===== src/rtl/bfgr_pkg.sv =====
`timescale 1ns / 1ps
`default_nettype none
package bfgr_pkg;

  localparam int unsigned GlyphRows  = 6;
  localparam int unsigned NarrowW    = 3;
  localparam int unsigned WideW      = 5;
  localparam int unsigned GlyphBits  = GlyphRows * WideW;
  localparam int unsigned GlyphCount = 36;
  localparam int unsigned IdxW       = $clog2(GlyphCount);

  localparam logic [7:0] CharSpace = 8'h20;
  localparam logic [7:0] CharA     = 8'h41;
  localparam logic [7:0] CharZ     = 8'h5A;
  localparam logic [7:0] Char0     = 8'h30;
  localparam logic [7:0] Char9     = 8'h39;
  localparam logic [IdxW-1:0] IdxM     = IdxW'(12);
  localparam logic [IdxW-1:0] IdxW_    = IdxW'(22);
  localparam logic [IdxW-1:0] IdxDigit = IdxW'(26);

  localparam logic [15:0] AdvSpace  = 16'd3;
  localparam logic [15:0] AdvBad    = 16'd4;
  localparam logic [15:0] AdvNarrow = 16'(NarrowW + 1);
  localparam logic [15:0] AdvWide   = 16'(WideW + 1);

  localparam logic CmdStart = 1'b0;
  localparam logic CmdChar  = 1'b1;

  typedef struct packed {
    logic load_start;
    logic load_char;
    logic step;
  } bfgr_cmd_t;

  typedef struct packed {
    logic char_lit;
    logic scan_last;
    logic out_free;
  } bfgr_stat_t;

  function automatic logic [GlyphBits-1:0] glyph_rom(input logic [IdxW-1:0] idx);
    logic [GlyphBits-1:0] g;
    unique case (idx)
      6'd0:  g = 30'h1DF6D;
      6'd1:  g = 30'h35F6F;
      6'd2:  g = 30'h1C927;
      6'd3:  g = 30'h35B6E;
      6'd4:  g = 30'h3CD27;
      6'd5:  g = 30'h1CD24;
      6'd6:  g = 30'h1C96F;
      6'd7:  g = 30'h2DF6D;
      6'd8:  g = 30'h3A497;
      6'd9:  g = 30'h3924E;
      6'd10: g = 30'h2DD6D;
      6'd11: g = 30'h24927;
      6'd12: g = 30'h3D5AD6B1;
      6'd13: g = 30'h35B6D;
      6'd14: g = 30'h1DB6E;
      6'd15: g = 30'h3DD24;
      6'd16: g = 30'h1DB71;
      6'd17: g = 30'h3DD6D;
      6'd18: g = 30'h1CE4E;
      6'd19: g = 30'h3A492;
      6'd20: g = 30'h2DB6F;
      6'd21: g = 30'h2DB6A;
      6'd22: g = 30'h235AD6AA;
      6'd23: g = 30'h2D4AD;
      6'd24: g = 30'h2DA92;
      6'd25: g = 30'h394A7;
      6'd26: g = 30'h1DB6E;
      6'd27: g = 30'h16497;
      6'd28: g = 30'h312A7;
      6'd29: g = 30'h31C4E;
      6'd30: g = 30'h2D649;
      6'd31: g = 30'h3CC4E;
      6'd32: g = 30'h1CD6B;
      6'd33: g = 30'h39292;
      6'd34: g = 30'h1D56E;
      6'd35: g = 30'h35ACE;
      default: g = '0;
    endcase
    return g;
  endfunction

  // Reorder row-major glyph bits into scan order: column j, then row k.
  function automatic logic [GlyphBits-1:0] col_major(input logic [GlyphBits-1:0] g,
                                                      input logic wide);
    logic [GlyphBits-1:0] cm;
    cm = '0;
    for (int j = 0; j < WideW; j++) begin
      for (int k = 0; k < GlyphRows; k++) begin
        if (wide) begin
          cm[j*GlyphRows+k] = g[k*WideW+j];
        end else if (j < NarrowW) begin
          cm[j*GlyphRows+k] = g[k*NarrowW+j];
        end
      end
    end
    return cm;
  endfunction

endpackage
`default_nettype wire


===== src/rtl/bfgr_ctrl.sv =====
`timescale 1ns / 1ps
`default_nettype none
module bfgr_ctrl (
  input  wire logic                clk_i,
  input  wire logic                rst_ni,
  input  wire logic                in_valid_i,
  output logic                     in_ready_o,
  input  wire logic                cmd_i,
  input  wire bfgr_pkg::bfgr_stat_t stat_i,
  output bfgr_pkg::bfgr_cmd_t      cmd_o
);
  import bfgr_pkg::*;

  typedef enum logic {
    StIdle,
    StScan
  } state_e;

  state_e state_q;
  logic   accept;

  assign in_ready_o = (state_q == StIdle);
  assign accept     = in_valid_i && in_ready_o;

  always_comb begin
    cmd_o.load_start = accept && (cmd_i == CmdStart);
    cmd_o.load_char  = accept && (cmd_i == CmdChar);
    cmd_o.step       = (state_q == StScan) && stat_i.out_free;
  end

  always_ff @(posedge clk_i or negedge rst_ni) begin
    if (!rst_ni) begin
      state_q <= StIdle;
    end else begin
      unique case (state_q)
        StIdle: begin
          if (cmd_o.load_char && stat_i.char_lit) begin
            state_q <= StScan;
          end
        end
        StScan: begin
          if (cmd_o.step && stat_i.scan_last) begin
            state_q <= StIdle;
          end
        end
        default: state_q <= StIdle;
      endcase
    end
  end

  a_no_step_idle: assert property (@(posedge clk_i) disable iff (!rst_ni)
    (state_q == StIdle) |-> !cmd_o.step)
    else $error("step issued while idle");
  a_done_to_idle: assert property (@(posedge clk_i) disable iff (!rst_ni)
    (cmd_o.step && stat_i.scan_last) |=> (state_q == StIdle))
    else $error("scan did not finish");
  a_start_idle: assert property (@(posedge clk_i) disable iff (!rst_ni)
    (cmd_o.load_start) |=> (state_q == StIdle))
    else $error("start item left idle");

endmodule
`default_nettype wire


===== src/rtl/bfgr_dp.sv =====
`timescale 1ns / 1ps
`default_nettype none
module bfgr_dp (
  input  wire logic                 clk_i,
  input  wire logic                 rst_ni,
  input  wire bfgr_pkg::bfgr_cmd_t  cmd_i,
  output bfgr_pkg::bfgr_stat_t      stat_o,
  input  wire logic [15:0]          origin_x_i,
  input  wire logic [15:0]          origin_y_i,
  input  wire logic [23:0]          color_i,
  input  wire logic [7:0]           char_code_i,
  output logic                      out_valid_o,
  input  wire logic                 out_ready_i,
  output logic [15:0]               pixel_x_o,
  output logic [15:0]               pixel_y_o,
  output logic [7:0]                red_o,
  output logic [7:0]                green_o,
  output logic [7:0]                blue_o,
  output logic                      last_o
);
  import bfgr_pkg::*;

  localparam int unsigned RowW = $clog2(GlyphRows);

  logic [15:0]          cursor_x_q, cursor_y_q;
  logic [23:0]          color_q;
  logic [GlyphBits-1:0] scan_q;
  logic [15:0]          x_q, y_q, y_top_q;
  logic [RowW-1:0]      row_q;

  logic                 out_valid_q, out_last_q;
  logic [15:0]          out_x_q, out_y_q;
  logic [23:0]          out_color_q;

  // Character decode
  logic                 is_space, is_alpha, is_digit, wide;
  logic [IdxW-1:0]      idx;
  logic [GlyphBits-1:0] scan_d;
  logic [15:0]          adv, width16;

  always_comb begin
    is_space = (char_code_i == CharSpace);
    is_alpha = (char_code_i >= CharA) && (char_code_i <= CharZ);
    is_digit = (char_code_i >= Char0) && (char_code_i <= Char9);
    idx      = '0;
    if (is_alpha) begin
      idx = IdxW'(char_code_i - CharA);
    end else if (is_digit) begin
      idx = IdxW'(char_code_i - Char0) + IdxDigit;
    end
    wide    = is_alpha && ((idx == IdxM) || (idx == IdxW_));
    width16 = wide ? 16'(WideW) : 16'(NarrowW);
    scan_d  = (is_alpha || is_digit) ? col_major(glyph_rom(idx), wide) : '0;
    priority if (is_space) begin
      adv = AdvSpace;
    end else if (is_alpha || is_digit) begin
      adv = wide ? AdvWide : AdvNarrow;
    end else begin
      adv = AdvBad;
    end
  end

  logic row_wrap, emit;
  assign row_wrap = (row_q == RowW'(GlyphRows - 1));
  assign emit     = cmd_i.step && scan_q[0];

  always_comb begin
    stat_o.char_lit  = (scan_d != '0);
    stat_o.scan_last = (scan_q[GlyphBits-1:1] == '0);
    stat_o.out_free  = !out_valid_q || out_ready_i;
  end

  always_ff @(posedge clk_i or negedge rst_ni) begin
    if (!rst_ni) begin
      cursor_x_q <= '0;
      cursor_y_q <= '0;
      color_q    <= '0;
      scan_q     <= '0;
      row_q      <= '0;
    end else begin
      if (cmd_i.load_start) begin
        cursor_x_q <= origin_x_i;
        cursor_y_q <= origin_y_i;
        color_q    <= color_i;
      end else if (cmd_i.load_char) begin
        cursor_x_q <= cursor_x_q + adv;
        scan_q     <= scan_d;
        row_q      <= '0;
      end else if (cmd_i.step) begin
        scan_q <= scan_q >> 1;
        row_q  <= row_wrap ? '0 : row_q + 1'b1;
      end
    end
  end

  // Pixel coordinates track the scan: x per column, y per row.
  always_ff @(posedge clk_i) begin
    if (cmd_i.load_char) begin
      x_q     <= cursor_x_q + width16;
      y_q     <= cursor_y_q + 16'(GlyphRows - 1);
      y_top_q <= cursor_y_q + 16'(GlyphRows - 1);
    end else if (cmd_i.step) begin
      if (row_wrap) begin
        x_q <= x_q - 16'd1;
        y_q <= y_top_q;
      end else begin
        y_q <= y_q - 16'd1;
      end
    end
  end

  always_ff @(posedge clk_i or negedge rst_ni) begin
    if (!rst_ni) begin
      out_valid_q <= 1'b0;
    end else if (emit) begin
      out_valid_q <= 1'b1;
    end else if (out_ready_i) begin
      out_valid_q <= 1'b0;
    end
  end

  always_ff @(posedge clk_i) begin
    if (emit) begin
      out_x_q     <= x_q;
      out_y_q     <= y_q;
      out_color_q <= color_q;
      out_last_q  <= stat_o.scan_last;
    end
  end

  assign out_valid_o = out_valid_q;
  assign pixel_x_o   = out_x_q;
  assign pixel_y_o   = out_y_q;
  assign red_o       = out_color_q[23:16];
  assign green_o     = out_color_q[15:8];
  assign blue_o      = out_color_q[7:0];
  assign last_o      = out_last_q;

  a_no_overwrite: assert property (@(posedge clk_i) disable iff (!rst_ni)
    emit |-> (!out_valid_q || out_ready_i))
    else $error("pending pixel overwritten");
  a_last_empties: assert property (@(posedge clk_i) disable iff (!rst_ni)
    (cmd_i.step && stat_o.scan_last) |=> (scan_q == '0))
    else $error("bits left after last pixel");
  a_row_range: assert property (@(posedge clk_i) disable iff (!rst_ni)
    row_q <= RowW'(GlyphRows - 1))
    else $error("row counter out of range");

endmodule
`default_nettype wire


===== src/rtl/bitmap_font_glyph_rasterizer_top.sv =====
`timescale 1ns / 1ps
`default_nettype none
// The first pixel of a character follows its acceptance through the scan register and the
// pixel output register, after one scan step for each unlit glyph position scanned before it.
// A start, space or unsupported item needs no scan; a glyph takes one scan step per glyph
// position up to its last lit pixel (at most 18, or 30 for M and W), each step waiting
// while the pixel output register is full; no new item is taken until the scan is done.
// Reset clears cursor, color, scan state and output valid.
module bitmap_font_glyph_rasterizer_top (
  input  wire logic        clk_i,
  input  wire logic        rst_ni,
  input  wire logic        in_valid_i,
  output logic             in_ready_o,
  input  wire logic        cmd_i,
  input  wire logic [15:0] origin_x_i,
  input  wire logic [15:0] origin_y_i,
  input  wire logic [23:0] color_i,
  input  wire logic [7:0]  char_code_i,
  output logic             out_valid_o,
  input  wire logic        out_ready_i,
  output logic [15:0]      pixel_x_o,
  output logic [15:0]      pixel_y_o,
  output logic [7:0]       red_o,
  output logic [7:0]       green_o,
  output logic [7:0]       blue_o,
  output logic             last_o
);
  import bfgr_pkg::*;

  bfgr_cmd_t  ctl_cmd;
  bfgr_stat_t dp_stat;

  bfgr_ctrl u_ctrl (
    .clk_i      (clk_i),
    .rst_ni     (rst_ni),
    .in_valid_i (in_valid_i),
    .in_ready_o (in_ready_o),
    .cmd_i      (cmd_i),
    .stat_i     (dp_stat),
    .cmd_o      (ctl_cmd)
  );

  bfgr_dp u_dp (
    .clk_i       (clk_i),
    .rst_ni      (rst_ni),
    .cmd_i       (ctl_cmd),
    .stat_o      (dp_stat),
    .origin_x_i  (origin_x_i),
    .origin_y_i  (origin_y_i),
    .color_i     (color_i),
    .char_code_i (char_code_i),
    .out_valid_o (out_valid_o),
    .out_ready_i (out_ready_i),
    .pixel_x_o   (pixel_x_o),
    .pixel_y_o   (pixel_y_o),
    .red_o       (red_o),
    .green_o     (green_o),
    .blue_o      (blue_o),
    .last_o      (last_o)
  );

endmodule
`default_nettype wire


===== config.mk =====
export PLATFORM = sky130hd
export DESIGN_NAME = bitmap_font_glyph_rasterizer_top
export DESIGN_NICKNAME = d
export VERILOG_FILES = /design/src/rtl/bfgr_pkg.sv /design/src/rtl/bfgr_ctrl.sv /design/src/rtl/bfgr_dp.sv /design/src/rtl/bitmap_font_glyph_rasterizer_top.sv
export SDC_FILE = /design/constraint.sdc
export NUM_CORES = 1
export LEC_CHECK = 0
export BUFFER_PORTS_ARGS = -buffer_cell sky130_fd_sc_hd__buf_4
export CORE_UTILIZATION = 40
export CTS_CLUSTER_SIZE = 10
export DETAILED_ROUTE_END_ITERATION = 16
export PLACE_DENSITY = 0.66
export SLEW_MARGIN = 20
export SYNTH_ARGS = -nofsm -noshare
export SYNTH_HDL_FRONTEND = slang
export SYNTH_SLANG_ARGS = --single-unit

===== constraint.sdc =====
create_clock -name clk_i -period 3.4 [get_ports clk_i]
set_input_delay 0.34 -clock clk_i [delete_from_list [all_inputs] [get_ports clk_i]]
set_output_delay 0.34 -clock clk_i [all_outputs]
set_load 0.1 [all_outputs]

==> Flow_metrics.wiki, run 1 <==
{| class="wikitable"
! Metric !! Value
|-
| Remaining design rule violation count || 0
|-
| Worst IR drop on VDD || approximately 660 uV
|-
| TritonCTS Sinks || 196
|-
| Slew margin rel. || 0.359
|-
| TritonCTS clock tree || built
|-
| H-tree depth || 4
|-
| Die height || 165 um
|-
| F_max || 314 MHz
|-
| GRT Overall Usage || 0.212
|-
| Routability Congestion || between 0.9 and 1
|-
| Sequential-to-total area share from yosys stat || 0.511
|-
| Run status || complete, no violations
|-
| List of cells traversed by the critical path || buf_4, clkinvlp_4, ha_4, and4bb_4, a21o_4, o211ai_2, and2_4, ha_4, inv_2, a211o_1, a21oi_2, nand2_2, nand2_4, ha_4, a21o_1, a21oi_2, nor2_2, and2_4, nor2b_4, nand3_1, o21ai_1, a21oi_1
|-
| Initial standard-cell utilization of the core || 0.408
|-
| Net count reported at finish || 1365
|-
| Number of warning messages in the yosys log || 0
|-
| Clock-pin slew on the worst setup and hold paths || 70 ps
|-
| Final-report hold violation count || 0
|-
| TritonCTS Buffers || 17
|-
| Least-Margin Pin Slew || 961 ps
|-
| Routed wire per std cell || about 18 um
|-
| Via count of the routed design || 8767
|-
| Total of endpoints with negative setup slack in the final report || 0
|-
| Dpl cell area || 12700 um^2
|-
| Cells after Synth || between 1000 and 1500
|-
| Number of DRC violations after detailed-routing iteration 0 || 555
|-
| Die outline width || 165 um
|-
| Crit share post-route || 0.936
|-
| Clock latency at the later pin of the worst-skew pair || 430 ps
|-
| Crit path arrival time || 3530 ps
|-
| Worst min-delay path category || primary input to async pin
|-
| Vias in the first global route || 8392
|-
| Pwr per Cell Area || 816 nW/um^2
|-
| Top Ports || 128
|-
| Endpoint type of the worst setup path || flip-flop
|-
| TritonRoute pass-1 iters || 6
|-
| Setup crit start kind || primary input
|-
| Leakage power of the design || 5.56 nW
|-
| Combined area of all synthesized cells || 10600 um^2
|-
| Clock Root Buffer || sky130_fd_sc_hd__clkbuf_16
|-
| Worst-case hold slack || 43.7 ps
|-
| Required time reported for the critical path endpoint || 3750 ps
|-
| Initial antenna violation count || 1
|-
| Worst clock skew on the final layout || approximately 10 ps
|-
| Final Max Slew Viols || 0
|-
| Setup repair after global routing missed its margin || no
|-
| Ratio of cells with drive above 1 in the final layout || 0.269
|-
| Half-perimeter wire length after detailed placement || 21400 um
|-
| First-pass GRT wire length || 44800 um
|-
| Total non-filler cell area in the finished layout || roughly 13000 um^2
|-
| Post-placement worst setup slack || -356 ps
|-
| Library cell contributing the largest single delay on the critical path || sky130_fd_sc_hd__a211o_1
|-
| Worst setup slack after layout || 217 ps
|-
| Proportion of netlist area held by the largest area contributor || 0.296
|-
| Buffer and inverter count on the worst path || 3
|-
| Via-to-Cell Ratio || between 5 and 6
|-
| Total of flip-flops plus latches after synthesis || 196
|-
| Peak per-stage delay on the critical path || 300 ps
|-
| Maximum number of pins on one net before global-route repair || 73
|-
| Final routed wirelength across all metal layers || between 20000 and 30000 um
|-
| Gate family responsible for the most delay along the worst path || compound AO/OA/AOI/OAI gates
|-
| Number of library cell types mapped by synthesis || 100
|-
| Main flop type after synthesis || sky130_fd_sc_hd__edfxtp_1
|-
| Largest fanout on the critical path || 4
|-
| Total of buffers placed on input and output ports || 127
|-
| Area growth, synth to finish || 25.3%
|-
| Buffers from clock root to sink, at most || 2
|-
| Area of the die || 27200 um^2
|-
| Post-route minimum period || 3180 ps
|-
| Type of the worst setup path || primary input to flip-flop
|-
| Post-cts hold buffer count || 0
|-
| Mapped Avg Cell Area || approximately 9.9 um^2
|-
| Number of synthesized flops with an enable pin || 105
|-
| Antenna violation net count after detailed routing || 0
|-
| Core footprint || 26100 um^2
|-
| Net Count, Synth || 1166
|-
| Number of max-cap violations || 0
|-
| Cell taking the most area after synthesis || sky130_fd_sc_hd__edfxtp_1
|-
| Cell seen most often among critical-path stages || sky130_fd_sc_hd__ha_4
|-
| Async set-reset flop share out of synthesis || 0.464
|-
| Number of rows created at floorplan || 59
|-
| Cell types occupying the most area after synthesis || sky130_fd_sc_hd__edfxtp_1 (30%), sky130_fd_sc_hd__dfrtp_1 (21%), sky130_fd_sc_hd__nand2_1 (7.7%)
|-
| GRT overflow || 0
|}
-- cells by family (layout without fill, tap and decap cells) --
family	Yosys count	after routing	share of synthesized area
compound gates	281	281	0.184
mux	7	7	0.00671
flops	196	196	0.511
xor+xnor	58	58	0.0485
simple gates	416	416	0.181
buf+inv	83	295	0.0349
other cells	0	1	0
fa+ha+maj	28	28	0.0343
-- Yosys cell counts (all sizes together), types with 4 or more instances --
cell and count:
a211oi 9, a21o 7, a21oi 57, a221o 5, a221oi 5, a22o 4, a22oi 18, a31oi 9
and2 6, and3 9, buf 21, clkbuf 32, dfrtp 91, edfxtp 105, ha 26, inv 29
mux2i 6, nand2 223, nand2b 9, nand3 35, nand4 12, nor2 63, nor2b 4, nor3 21
nor3b 4, nor4 12, o2111ai 4, o211ai 8, o21a 4, o21ai 91, o22ai 14, o31ai 7
or3 4, xnor2 32, xor2 26
-- metrics by stage --
stage                     utilization  std cells  total power [mW]  setup TNS (ps)
after floorplan                     -       1069              7.67           -5210
after global placement          0.489       1583              8.89           -5050
after detailed placement        0.489       1583              9.00           -6620
after CTS                       0.510       1615              10.9               0
after global routing            0.511       1617              11.5               0
final                           0.511       1617              10.9               0
-- power breakdown --
group / switching, mW / total [mW] / internal (mW) / leakage (nW)
clock network: 0.924 / 1.91 / 0.983 / 0.276
registers: 0.690 / 4.31 / 3.62 / 2.13
logic: 3.24 / 4.65 / 1.41 / 3.15
total: 4.85 / 10.9 / 6.02 / 5.56
-- layout make-up --
class                   instances  area, um^2
fillers                      2392       12700
flip-flops and latches        196        5430
multi-input cells             790        5010
repair buffers                233        1770
clock buffers                  19         443
well taps                     335         419
inverters                      30         128
clock inverters                13         119
diodes                          1        2.50
-- final timing paths --
| path | startpoint | end | slack (ps) | cells past startpoint |
|---|---|---|---|---|
| setup / recovery | char_code_i[0] | u_dp.cursor_x_q[13] | 220 | 22 |
| hold / removal | rst_ni | u_dp.color_q[0] | 40 | 1 |
| setup reg to reg | u_dp.x_q[6] | u_dp.x_q[15] | 680 | 7 |
| hold reg to reg | u_dp.color_q[2] | u_dp.out_color_q[2] | 450 | 0 |
| max in group asynchronous | rst_ni | u_dp.scan_q[14] | 2590 | 2 |
| min in group clk_i | color_i[12] | u_dp.color_q[12] | 100 | 3 |
-- layer usage --
metal	track usage	vias up	routed length (um)
met1	0.289	4178	12900
met2	0.341	253	13800
li1	-	4286	-
met4	0.0847	0	814
met3	0.0297	50	1290
met5	0	-	0
-- sequential cells by signal, summed over array words and instances (netlist names) --
name and count:
u_dp.pixel_x_o 16, u_dp.y_top_q 16, u_dp.pixel_y_o 16, u_dp.row_q 3
u_dp.cursor_y_q 16, u_dp.out_valid_o 1, u_dp.last_o 1, u_ctrl.state_q 1
u_dp.y_q 16, u_dp.color_q 24, u_dp.x_q 16, u_dp.out_color_q 24
u_dp.scan_q 30, u_dp.cursor_x_q 16
-- layout by cell type (no fill, tap or decap), types with 7 or more instances in the layout --
cell type / netlist / routed
sky130_fd_sc_hd__nor3_1: 21 / 21
sky130_fd_sc_hd__nand2_1: 217 / 215
sky130_fd_sc_hd__xor2_1: 26 / 26
sky130_fd_sc_hd__inv_1: 26 / 20
sky130_fd_sc_hd__a21oi_2: 2 / 7
sky130_fd_sc_hd__o21ai_0: 78 / 68
sky130_fd_sc_hd__clkbuf_16: 0 / 17
sky130_fd_sc_hd__o31ai_1: 7 / 7
sky130_fd_sc_hd__ha_1: 26 / 19
sky130_fd_sc_hd__o21ai_1: 11 / 21
sky130_fd_sc_hd__nor2_1: 60 / 55
sky130_fd_sc_hd__nand4_1: 12 / 12
sky130_fd_sc_hd__o22ai_1: 14 / 14
sky130_fd_sc_hd__nor4_1: 10 / 10
sky130_fd_sc_hd__buf_4: 1 / 231
sky130_fd_sc_hd__edfxtp_1: 105 / 105
sky130_fd_sc_hd__xnor2_1: 31 / 31
sky130_fd_sc_hd__a31oi_1: 9 / 9
sky130_fd_sc_hd__nand3_1: 34 / 33
sky130_fd_sc_hd__a22oi_1: 18 / 18
sky130_fd_sc_hd__a21oi_1: 54 / 49
sky130_fd_sc_hd__nand2b_1: 9 / 8
sky130_fd_sc_hd__dfrtp_1: 91 / 91
sky130_fd_sc_hd__and3_1: 9 / 8
-- repair_timing --
action,CTS,global route
buffers inserted,0,1
setup endpoints to repair,0,19
gates resized for setup,0,4
(Power assumes the default switching activity.)
==> inputs of run 2 (changes only) <==
--- a/config.mk
+++ b/config.mk
@@ -10,6 +10,7 @@
 export CTS_CLUSTER_SIZE = 10
 export DETAILED_ROUTE_END_ITERATION = 16
 export PLACE_DENSITY = 0.66
+export RECOVER_POWER = 100
 export SLEW_MARGIN = 20
 export SYNTH_ARGS = -nofsm -noshare
 export SYNTH_HDL_FRONTEND = slang
==> run 2 against run 1 <==
Combinational power shrank 4.9%. Via count is essentially flat. Critical path depth shrank 1. Power shrank 2.1%. Hold slack gained 54 ps. Global-route usage is the same. The flow now finishes with violations (max-capacitance violations, max-slew violations). First-iteration DRC count grew 9.2%. Highest routed layer unchanged. Clock power is essentially flat. Cell count is the same. Wire length grew 0.29%. Non-clock buffer count is the same.
==> Flow_metrics.wiki, run 2 (synthesis gave the netlist of run 1 again) <==
{| class="wikitable"
! Metric !! Value
|-
| Clock latency at the later pin of the worst-skew pair || roughly 430 ps
|-
| H-tree depth || 4
|-
| Post-cts hold buffer count || 0
|-
| Number of DRC violations after detailed-routing iteration 0 || 606
|-
| Buffers from clock root to sink, at most || 2
|-
| TritonCTS Sinks || ~200
|-
| TritonCTS clock tree || built
|-
| Violations in the final reports || max-capacitance violations, max-slew violations
|-
| Crit path arrival time || roughly 3300 ps
|-
| Worst-case hold slack || around 98 ps
|-
| Final Max Slew Viols || 73
|-
| Half-perimeter wire length after detailed placement || 21400 um
|-
| Final design utilization || 0.499
|-
| Routed wire per std cell || 17.9 um
|-
| Core footprint || 26100 um^2
|-
| Worst clock skew on the final layout || 10.4 ps
|-
| First-pass GRT wire length || around 45000 um
|-
| GRT overflow || 0
|-
| Layout filler cell count || about 2500
|-
| Combined area of the multi-input logic cells || around 5000 um^2
|-
| Required time reported for the critical path endpoint || 3520 ps
|-
| Antenna violation net count after detailed routing || 0
|-
| TritonRoute pass-1 iters || 7
|-
| Largest registers || u_dp.scan_q: 30 flops, u_dp.color_q: 24 flops, u_dp.out_color_q: 24 flops
|-
| Die outline width || ~170 um
|-
| Worst setup slack after layout || 200 ps
|-
| TritonCTS Buffers || 17
|-
| Via-to-Cell Ratio || 5.42
|-
| Top Ports || approximately 130
|-
| Largest fanout on the critical path || 4
|-
| Total of buffers placed on input and output ports || roughly 130
|-
| Clock Root Buffer || sky130_fd_sc_hd__clkbuf_16
|-
| Clock-pin slew on the worst setup and hold paths || 70 ps
|-
| Number of flip-flops in the largest register || 30
|-
| Die height || 165 um
|-
| Via count of the routed design || approximately 9000
|-
| Total of endpoints with negative setup slack in the final report || 0
|-
| Worst min-delay path category || primary input to flip-flop
|-
| Worst IR drop on VDD || 620 uV
|-
| Post-route minimum period || 3200 ps
|-
| Ratio of cells with drive above 1 in the final layout || 0.208
|-
| Type of the worst setup path || primary input to flip-flop
|-
| Leakage power of the design || 5.29 nW
|-
| Routability Congestion || between 0.9 and 1
|-
| Register area || approximately 5400 um^2
|-
| Initial standard-cell utilization of the core || 0.408
|-
| Area of the die || ~27000 um^2
|-
| Maximum number of pins on one net before global-route repair || 73
|-
| Initial antenna violation count || 1
|-
| Post-placement worst setup slack || -356 ps
|-
| Final-report hold violation count || 0
|-
| Remaining design rule violation count || 0
|-
| Crit share post-route || 0.941
|-
| Top library cells by usage in the layout, fill and taps aside || sky130_fd_sc_hd__nand2_1 (215), sky130_fd_sc_hd__buf_4 (154), sky130_fd_sc_hd__edfxtp_1 (105)
|-
| Least-Margin Pin Slew || 1880 ps
|-
| Area growth, synth to finish || 22.3%
|-
| Setup repair after global routing missed its margin || no
|-
| Setup crit start kind || primary input
|-
| GRT Overall Usage || 0.212
|-
| Net count reported at finish || approximately 1400
|-
| Run status || complete, but fails checks
|-
| Leading cell type in the layout, fill and taps excluded || sky130_fd_sc_hd__nand2_1
|-
| Vias in the first global route || 8392
|-
| Pwr per Cell Area || 819 nW/um^2
|-
| Sum of internal, switching and leakage power || 10.6 mW
|-
| Number of max-cap violations || 1
|-
| Final routed wirelength across all metal layers || about 29000 um
|-
| Endpoint type of the worst setup path || flip-flop
|-
| Number of rows created at floorplan || 59
|-
| Slew margin rel. || -0.253
|-
| Largest reg by FF count || u_dp.scan_q
|-
| F_max || 313 MHz
|}
run 2: cell types whose count changed in the layout (fill, tap and decap cells not counted), sizes merged:
cell    delta
buf       -78
clkbuf    +78
clkinv     +1
inv        -1
run 2: stage by stage:
stage	instance area (um^2)	cells	setup TNS [ps]
4_1_cts	13300	1615	0
3_3_place_gp	12700	1583	-5050
2_1_floorplan	10800	1069	-5210
3_5_place_dp	12700	1583	-6620
5_1_grt	13000	1617	0
6_report	13000	1617	0
run 2: worst max-delay path, cell delays in order:
cell and delay (ps):
sky130_fd_sc_hd__buf_4 100, sky130_fd_sc_hd__clkinvlp_4 120, sky130_fd_sc_hd__ha_4 170, sky130_fd_sc_hd__and4bb_4 200
sky130_fd_sc_hd__a21o_4 220, sky130_fd_sc_hd__o21ai_4 190, sky130_fd_sc_hd__a2bb2oi_4 190, sky130_fd_sc_hd__inv_2 70
sky130_fd_sc_hd__ha_4 160, sky130_fd_sc_hd__inv_2 40, sky130_fd_sc_hd__a211o_1 130, sky130_fd_sc_hd__a21oi_2 80
sky130_fd_sc_hd__nand2_2 160, sky130_fd_sc_hd__inv_2 100, sky130_fd_sc_hd__fa_2 340, sky130_fd_sc_hd__inv_1 80
sky130_fd_sc_hd__a21oi_2 70, sky130_fd_sc_hd__nor2_2 180, sky130_fd_sc_hd__nand3_1 120, sky130_fd_sc_hd__xor2_1 180
sky130_fd_sc_hd__a21oi_1 80
run 2: final cells by class:
cell class                 instances  area share
inverter                          30     0.00981
timing repair buffer             233       0.114
tap                              335      0.0322
clock inverter                    13     0.00914
multi-input combinational        790       0.383
antenna                            1    0.000192
sequential                       196       0.418
clock buffer                      19      0.0341
run 2: layer usage:
metal	track usage	vias to the layer above	wire, um
met5	0	-	0
met4	0.0847	0	795
met3	0.0297	50	1370
met2	0.341	270	13800
met1	0.289	4158	12900
li1	-	4282	-
run 2: power by group:
group          internal [mW]  total, mW  switching (mW)
Clock                  0.983       1.91           0.926
Sequential              3.63       4.32           0.687
Combinational           1.19       4.42            3.23
Total                   5.80       10.6            4.84
run 2: final timing paths:
check | startpoint | end | slack (ps) | depth (start not counted)
setup / recovery | char_code_i[0] | u_dp.x_q[8] | 200 | 21
hold / removal | color_i[12] | u_dp.color_q[12] | 100 | 3
setup reg to reg | u_dp.out_valid_o | u_dp.out_color_q[11] | 390 | 5
hold reg to reg | u_dp.color_q[2] | u_dp.out_color_q[2] | 450 | 0
max in group asynchronous | rst_ni | u_dp.scan_q[17] | 1650 | 2
min in group asynchronous | rst_ni | u_dp.color_q[0] | 430 | 1
run 2: repair_timing:
item                                    CTS  global route
endpoints found under the setup margin    0            19
setup buffers                             0             1
resized for setup                         0             4
